<file path="config.mk">
export PLATFORM = sky130hd
export DESIGN_NAME = protobuf_scalar_wire_encoder
export DESIGN_NICKNAME = d
export VERILOG_FILES = /design/src/hw/rtl/pswe_pkg.sv /design/src/hw/rtl/pswe_shift.sv /design/src/hw/rtl/pswe_cap.sv /design/src/hw/rtl/protobuf_scalar_wire_encoder.sv
export SDC_FILE = /design/constraint.sdc
export NUM_CORES = 1
export LEC_CHECK = 0
export ABC_CLOCK_PERIOD_IN_PS = 22000
export BUFFER_PORTS_ARGS = -buffer_cell sky130_fd_sc_hd__buf_4
export CAP_MARGIN = 25
export CORE_MARGIN = 2
export CORE_UTILIZATION = 60
export DETAILED_ROUTE_END_ITERATION = 12
export MAX_ROUTING_LAYER = met4
export PLACE_DENSITY = 0.82
export REMOVE_ABC_BUFFERS = 1
export SYNTH_ARGS = -nofsm -noshare
export SYNTH_HDL_FRONTEND = slang
export SYNTH_SLANG_ARGS = --single-unit
</file>
<file path="constraint.sdc">
create_clock -name aclk -period 22 [get_ports aclk]
set_input_delay 4.4 -clock aclk [delete_from_list [all_inputs] [get_ports aclk]]
set_output_delay 4.4 -clock aclk [all_outputs]
set_load 0.05 [all_outputs]
</file>
<file path="src/hw/rtl/pswe_pkg.sv">
// Package for the protobuf scalar wire encoder.
// Holds the mode codes, sequencer states, widths and unit result types.
// No dependencies.
package pswe_pkg;

    localparam int unsigned MODE_W  = 3;
    localparam int unsigned VALUE_W = 64;
    localparam int unsigned FNUM_W  = 32;
    localparam int unsigned WT_W    = 3;
    localparam int unsigned COUNT_W = 32;
    // Longest encoding is ten varint bytes.
    localparam int unsigned LEN_W   = 4;

    localparam logic [MODE_W-1:0] MODE_VARINT  = 3'd0;
    localparam logic [MODE_W-1:0] MODE_SVARINT = 3'd1;
    localparam logic [MODE_W-1:0] MODE_FIXED32 = 3'd2;
    localparam logic [MODE_W-1:0] MODE_FIXED64 = 3'd3;
    localparam logic [MODE_W-1:0] MODE_TAG     = 3'd4;

    localparam logic [LEN_W-1:0] LEN_FIXED32 = 4'd4;
    localparam logic [LEN_W-1:0] LEN_FIXED64 = 4'd8;

    localparam logic [7:0] GROUP_MASK = 8'h7F;
    localparam logic [7:0] CONT_BIT   = 8'h80;

    typedef enum logic [2:0] {
        ST_IDLE,
        ST_SIZE,
        ST_CHECK,
        ST_EMIT,
        ST_ERR
    } state_t;

    typedef struct packed {
        logic [7:0]         data_byte;
        logic               more;
        logic [VALUE_W-1:0] rest;
    } shift_res_t;

endpackage

</file>
<file path="src/hw/rtl/pswe_shift.sv">
// Shared shift unit of the wire encoder: peels one output byte off the work word.
// Used both to size a varint and to emit its bytes. Depends on pswe_pkg.
module pswe_shift
    import pswe_pkg::*;
(
    input  logic [VALUE_W-1:0] word,
    input  logic               is_varint,
    output shift_res_t         res
);

    logic more_groups;

    assign more_groups = |word[VALUE_W-1:7];

    always_comb begin
        if (is_varint) begin
            res.more      = more_groups;
            res.data_byte = (word[7:0] & GROUP_MASK) | (more_groups ? CONT_BIT : 8'h00);
            res.rest      = word >> 7;
        end else begin
            // Fixed formats: the byte counter decides when to stop.
            res.more      = 1'b0;
            res.data_byte = word[7:0];
            res.rest      = word >> 8;
        end
    end

endmodule

</file>
<file path="src/hw/rtl/pswe_cap.sv">
// Capacity check of the wire encoder: one add and one compare.
// Flags an encoding that wraps the byte count or passes the capacity. Depends on pswe_pkg.
module pswe_cap
    import pswe_pkg::*;
(
    input  logic [COUNT_W-1:0] count,
    input  logic [LEN_W-1:0]   len,
    input  logic [COUNT_W-1:0] capacity,
    output logic               fail
);

    logic [COUNT_W:0] sum;

    assign sum  = {1'b0, count} + {{(COUNT_W + 1 - LEN_W){1'b0}}, len};
    assign fail = sum[COUNT_W] | (sum[COUNT_W-1:0] > capacity);

endmodule

</file>
<file path="src/hw/rtl/protobuf_scalar_wire_encoder.sv">
// Protobuf scalar wire encoder, top level: sequencer, output register and byte count.
// A varint is first sized (ST_SIZE), then checked against the capacity (ST_CHECK), then
// emitted byte by byte (ST_EMIT); fixed32/fixed64 skip sizing. The single shift unit first
// sizes and then emits the encoding, so a new item is taken only once the last is through;
// output backpressure stalls emitting. A failed check leads to ST_ERR instead. Reset
// (aresetn low, synchronous) clears the byte count, sets capacity to all ones and
// empties the output register.
module protobuf_scalar_wire_encoder
    import pswe_pkg::*;
(
    input  logic               aclk,
    input  logic               aresetn,

    input  logic               cfg_wr_en,
    input  logic [COUNT_W-1:0] cfg_wr_data,

    input  logic               s_valid,
    output logic               s_ready,
    input  logic [MODE_W-1:0]  s_mode,
    input  logic [VALUE_W-1:0] s_value,
    input  logic [FNUM_W-1:0]  s_field_number,
    input  logic [WT_W-1:0]    s_wire_type,

    output logic               m_valid,
    input  logic               m_ready,
    output logic [7:0]         m_out_byte,
    output logic               m_last,
    output logic               m_full_error,
    output logic [COUNT_W-1:0] m_total_written
);

    state_t state_reg, state_next;

    logic [COUNT_W-1:0] capacity_reg, capacity_next;
    logic [COUNT_W-1:0] count_reg, count_next;
    logic [VALUE_W-1:0] op_reg, op_next;
    logic [VALUE_W-1:0] work_reg, work_next;
    logic               varint_reg, varint_next;
    logic [LEN_W-1:0]   len_reg, len_next;
    logic [LEN_W-1:0]   rem_reg, rem_next;
    logic               fail_reg, fail_next;

    logic               m_valid_reg, m_valid_next;
    logic [7:0]         out_byte_reg, out_byte_next;
    logic               last_reg, last_next;
    logic               full_error_reg, full_error_next;
    logic [COUNT_W-1:0] total_reg, total_next;

    shift_res_t shift_res;
    logic       cap_fail;
    logic       slot_free;
    logic [VALUE_W-1:0] zigzag;
    logic [VALUE_W-1:0] tag_word;

    pswe_shift u_shift (
        .word      (work_reg),
        .is_varint (varint_reg),
        .res       (shift_res)
    );

    pswe_cap u_cap (
        .count    (count_reg),
        .len      (len_reg),
        .capacity (capacity_reg),
        .fail     (cap_fail)
    );

    assign zigzag   = {s_value[VALUE_W-2:0], 1'b0} ^ {VALUE_W{s_value[VALUE_W-1]}};
    assign tag_word = {{(VALUE_W - FNUM_W - WT_W){1'b0}}, s_field_number, s_wire_type};

    assign slot_free = !m_valid_reg || m_ready;
    assign s_ready   = (state_reg == ST_IDLE);

    always_comb begin
        state_next      = state_reg;
        capacity_next   = cfg_wr_en ? cfg_wr_data : capacity_reg;
        count_next      = count_reg;
        op_next         = op_reg;
        work_next       = work_reg;
        varint_next     = varint_reg;
        len_next        = len_reg;
        rem_next        = rem_reg;
        fail_next       = fail_reg;
        m_valid_next    = m_valid_reg && !m_ready;
        out_byte_next   = out_byte_reg;
        last_next       = last_reg;
        full_error_next = full_error_reg;
        total_next      = total_reg;

        case (state_reg)
            ST_IDLE: begin
                if (s_valid) begin
                    varint_next = 1'b1;
                    len_next    = {{(LEN_W - 1){1'b0}}, 1'b1};
                    state_next  = ST_SIZE;
                    case (s_mode)
                        MODE_VARINT:  op_next = s_value;
                        MODE_SVARINT: op_next = zigzag;
                        MODE_TAG:     op_next = tag_word;
                        MODE_FIXED32: begin
                            op_next     = {{(VALUE_W - 32){1'b0}}, s_value[31:0]};
                            varint_next = 1'b0;
                            len_next    = LEN_FIXED32;
                            state_next  = ST_CHECK;
                        end
                        MODE_FIXED64: begin
                            op_next     = s_value;
                            varint_next = 1'b0;
                            len_next    = LEN_FIXED64;
                            state_next  = ST_CHECK;
                        end
                        // Undefined modes are dropped without a result.
                        default: state_next = ST_IDLE;
                    endcase
                    work_next = op_next;
                end
            end
            ST_SIZE: begin
                if (shift_res.more) begin
                    work_next = shift_res.rest;
                    len_next  = len_reg + 1'b1;
                end else begin
                    state_next = ST_CHECK;
                end
            end
            ST_CHECK: begin
                fail_next  = cap_fail;
                work_next  = op_reg;
                rem_next   = len_reg;
                state_next = cap_fail ? ST_ERR : ST_EMIT;
            end
            ST_EMIT: begin
                if (slot_free) begin
                    m_valid_next    = 1'b1;
                    out_byte_next   = shift_res.data_byte;
                    last_next       = (rem_reg == {{(LEN_W - 1){1'b0}}, 1'b1});
                    full_error_next = 1'b0;
                    count_next      = count_reg + 1'b1;
                    total_next      = count_next;
                    work_next       = shift_res.rest;
                    rem_next        = rem_reg - 1'b1;
                    if (last_next) begin
                        state_next = ST_IDLE;
                    end
                end
            end
            ST_ERR: begin
                if (slot_free) begin
                    m_valid_next    = 1'b1;
                    out_byte_next   = 8'h00;
                    last_next       = 1'b1;
                    full_error_next = 1'b1;
                    total_next      = count_reg;
                    state_next      = ST_IDLE;
                end
            end
            default: state_next = ST_IDLE;
        endcase
    end

    always_ff @(posedge aclk) begin
        if (!aresetn) begin
            state_reg    <= ST_IDLE;
            capacity_reg <= '1;
            count_reg    <= '0;
            m_valid_reg  <= 1'b0;
        end else begin
            state_reg    <= state_next;
            capacity_reg <= capacity_next;
            count_reg    <= count_next;
            m_valid_reg  <= m_valid_next;
        end
    end

    always_ff @(posedge aclk) begin
        op_reg         <= op_next;
        work_reg       <= work_next;
        varint_reg     <= varint_next;
        len_reg        <= len_next;
        rem_reg        <= rem_next;
        fail_reg       <= fail_next;
        out_byte_reg   <= out_byte_next;
        last_reg       <= last_next;
        full_error_reg <= full_error_next;
        total_reg      <= total_next;
    end

    assign m_valid         = m_valid_reg;
    assign m_out_byte      = out_byte_reg;
    assign m_last          = last_reg;
    assign m_full_error    = full_error_reg;
    assign m_total_written = total_reg;

    // An error transfer is always a single zero byte that ends its item.
    a_err_shape: assert property (@(posedge aclk) disable iff (!aresetn)
        m_valid && m_full_error |-> m_last && (m_out_byte == 8'h00))
        else $error("error result is not a single zero byte");

    // The byte count only ever steps by one.
    a_count_step: assert property (@(posedge aclk) disable iff (!aresetn)
        $past(aresetn) && (count_reg != $past(count_reg)) |->
            count_reg == $past(count_reg) + 1'b1)
        else $error("byte count moved by more than one");

    // Emitting starts only after a passing check.
    a_emit_after_pass: assert property (@(posedge aclk) disable iff (!aresetn)
        state_reg == ST_EMIT |-> !fail_reg && (rem_reg != '0))
        else $error("emitting without a passing capacity check");

    // The error path never touches the count.
    a_err_no_count: assert property (@(posedge aclk) disable iff (!aresetn)
        state_reg == ST_ERR |=> $stable(count_reg))
        else $error("byte count changed on an error result");

endmodule

</file>
==> summary.md <==
| Metric | Value |
|---|---|
| Clock Sink Count | `247` |
| RSZ-0062 raised after global routing | `no` |
| Worst min-delay path class | `reg2reg` |
| Post-synthesis cell count | `1530` |
| Input/output buffers | `182` |
| Max-Cap Viols | `0` |
| Slowest stage delay, CP | `0.71 ns` |
| Post-layout min period | `6.55 ns` |
| Int Power | `0.00113 W` |
| Total Die Area | `26100 sq um` |
| Net load switching power | `0.000572 W` |
| Slew HR | `30.4%` |
| Via count | `12900` |
| Synth Area per Inst | `9.72 sq um` |
| Row cnt | `57` |
| Worst EP required | `17.60 ns` |
| Placed Cells | `1927` |
| DRT Wirelength | `41500 microns` |
| YS warnings | `0` |
| Ant. Diodes | `0` |
| Yosys cell types | `63` |
| Fin crit share | `29.8%` |
| GR Overflow Total | `0` |
| VDD IR max | `0.0632 mV` |
| Sequential element share of the synthesized area | `45.3%` |
| Top-level I/O count | `183` |
| Synthesis-stage register bit count | `247` |
| Asr flop ratio synth | `0%` |
| Crit start category | `flip-flop` |
| Clock power share | `29.3%` |
| GRT Util Overall | `32.0%` |
| Root Driver | `clkbuf_16` |
| Setup crit end kind | `output pin` |
| Sw frac | `33.6%` |
| Global-route wire length before repair | `65300 microns` |
| Share of cells above drive strength 1 | `16.6%` |
| Synth area leader | `edfxtp_1` |
| # DRC | `0` |
| Fin nets | `1813` |
| Top cell by count, worst path | `buf_4` |
| Initial antenna violation count | `0` |
| Final Non-Filler Cells | `1978` |
| Skew-Pair Late Insertion Delay | `0.54 ns` |
| Antenna-violating nets left | `0` |
| Worst EP arrival | `2.15 ns` |
| GP Congestion | `0.919` |
| Effective utilization at floorplan | `61.2%` |
| Comb pwr share | `25.9%` |
| Ys flop type | `edfxtp_1` |
| Final Max Slew Viols | `0` |
| CTS tree | `yes` |
| Post-CTS Hold Buffers | `0` |
| CP Class | `reg2out` |
| Leakage | `6.91 nW` |
| Commonest cells post-synth | `nand2_1, edfxtp_1, a21oi_1` |
| Reg2Reg Setup Slack | `16.74 ns` |
| Clock Path Buffers | `3` |
| DP HPWL | `26900 microns` |
| Setup tns final | `0 ns` |
| Die Width | `161 microns` |
| Synth top area cells | `edfxtp_1, dfxtp_1, nand2_1` |
| P&R area growth vs syn | `16.5%` |
| Setup Viol. Count Final | `0` |
| Yosys top cell area share | `36.1%` |
| Initial DRC Count | `1775` |
| Critical path cell sequence | `buf_4 -> or2_2 -> nor2_1 -> buf_4` |
| Top Family by Delay on Critical Path | `buffers and inverters` |
| Max Clk Rate | `0.153 GHz` |
| Core Region | `24300 sq um` |
| Count leader, synth | `nand2_1` |
| Clock transition at path regs | `0.06 ns` |
| Status | `complete, no violations` |
| Cell Pwr Density | `98.3 nW/um^2` |
| Critical path buffer and inverter count | `2` |
| Height of the die | `161 microns` |
| Register share of total power | `44.8%` |
| Final Hold Viols | `0` |
| Total CTS buffers | `27` |
| CP max-delay cell | `buf_4` |
| Post-CTS Setup Bufs | `0` |
| Clock skew | `0.0107 ns` |
| Clock H-tree levels | `1` |
| Detailed Routing Iterations Pass 1 | `7` |
| Vias in the first global route | `12300` |
| Max FO, Critical Path | `75` |
| Post-synth EDFFs | `179` |
| Largest net degree at the start of global routing | `76` |
| Slew at the pin with the worst max-slew slack | `1.04 ns` |
| Post-Syn Area | `14900 sq um` |
| Via/cell ratio | `6.53` |
| CTS resizes | `0` |
| WL/cell | `21.0 microns` |
## power groups by stage
stage | Combinational [W] | Clock [W] | Sequential (W)
floorplan | 0.000261 | 0 | 0.000758
global placement | 0.000419 | 0 | 0.000760
detailed placement | 0.000432 | 0 | 0.000761
CTS | 0.000434 | 0.000503 | 0.000756
global route | 0.000478 | 0.000518 | 0.000769
finish | 0.000441 | 0.000499 | 0.000764
## kinds of logic after synthesis
| group | Yosys count | share of synthesized area, % |
|---|---|---|
| XOR/XNOR | 148 | 8.71 |
| AND/OR/NAND/NOR | 458 | 14.5 |
| adder cells (fa/ha/maj) | 41 | 3.50 |
| buffers and inverters | 176 | 4.78 |
| flip-flops | 247 | 45.3 |
| multiplexers | 58 | 3.91 |
| AO/OA/AOI/OAI | 402 | 19.3 |
## placed cells by master, fill, tap and decap left out, types with 7 or more instances in the layout
cell type	synthesis	routed
nand2_1	204	204
buf_4	7	200
edfxtp_1	179	179
a21oi_1	95	93
nor2_1	91	90
xnor2_1	75	75
xor2_1	73	73
dfxtp_1	68	66
a22oi_1	65	65
o21ai_0	64	64
mux2i_1	57	57
o221ai_1	54	54
inv_1	47	47
ha_1	40	40
nand3_1	38	38
o211ai_1	34	34
a222oi_1	31	31
a221o_1	30	30
clkbuf_16	0	27
nand4_1	20	20
nor4_1	17	17
nor3_1	18	17
nor2b_1	17	15
or3_1	13	13
and3_1	7	7
nand2b_1	8	7
bufinv_16	0	7
## cell type report
cell class              instances  area (sq um)
clock buffers                  29           683
well taps                     324           405
multi-input cells            1107          7500
fillers                      1782          6990
clock inverters                21           294
flip-flops and latches        247          6740
repair buffers                201          1530
inverters                      49           184
## through the flow
stage	util (%)	instance area, sq um	power [W]	hold slack, ns	worst slack, ns
after floorplan	-	14400	0.00102	0.447	11.86
after global placement	67.1	16300	0.00118	0.474	15.11
after detailed placement	67.1	16300	0.00119	0.478	15.01
after CTS	71.2	17300	0.00169	0.489	15.46
after global routing	71.3	17300	0.00176	0.513	15.37
final	71.3	17300	0.00170	0.484	15.45
## path summary, 6_finish.rpt
| path | cells after the start | startpoint | to |
|---|---|---|---|
| max | 4 | state_reg[2]$_SDFFE_PN0P_ | s_ready |
| min | 2 | capacity_reg[22]$_SDFFE_PN1P_ | capacity_reg[22]$_SDFFE_PN1P_ |
| max reg2reg | 14 | len_reg[1]$_SDFFCE_PN0P_ | state_reg[2]$_SDFFE_PN0P_ |
| min reg2reg | 2 | capacity_reg[22]$_SDFFE_PN1P_ | capacity_reg[22]$_SDFFE_PN1P_ |
## per-layer routing
layer	part of all wire, %	global-route usage [%]	wire length [microns]	vias up
li1	-	-	-	5933
met1	38	41.1	15800	6099
met2	49	52.5	20400	760
met3	8.7	3.65	3620	117
met4	4.0	12.2	1670	0
met5	0	-	0	-
## worst reg2reg max path, stage by stage (launching register included)
cell and delay (ns):
edfxtp_1 0.46, ha_1 0.32, a21o_1 0.11, a21oi_1 0.09, o21ai_0 0.54, nor4bb_1 0.86, nand2_1 0.14, xnor2_1 0.18
ha_1 0.30, nand4_1 0.18, nor4_1 0.83, nand3_1 0.40, o31ai_1 0.31, a31oi_1 0.19, o211a_1 0.24
No activity file was read; power rests on OpenSTA's default activity.
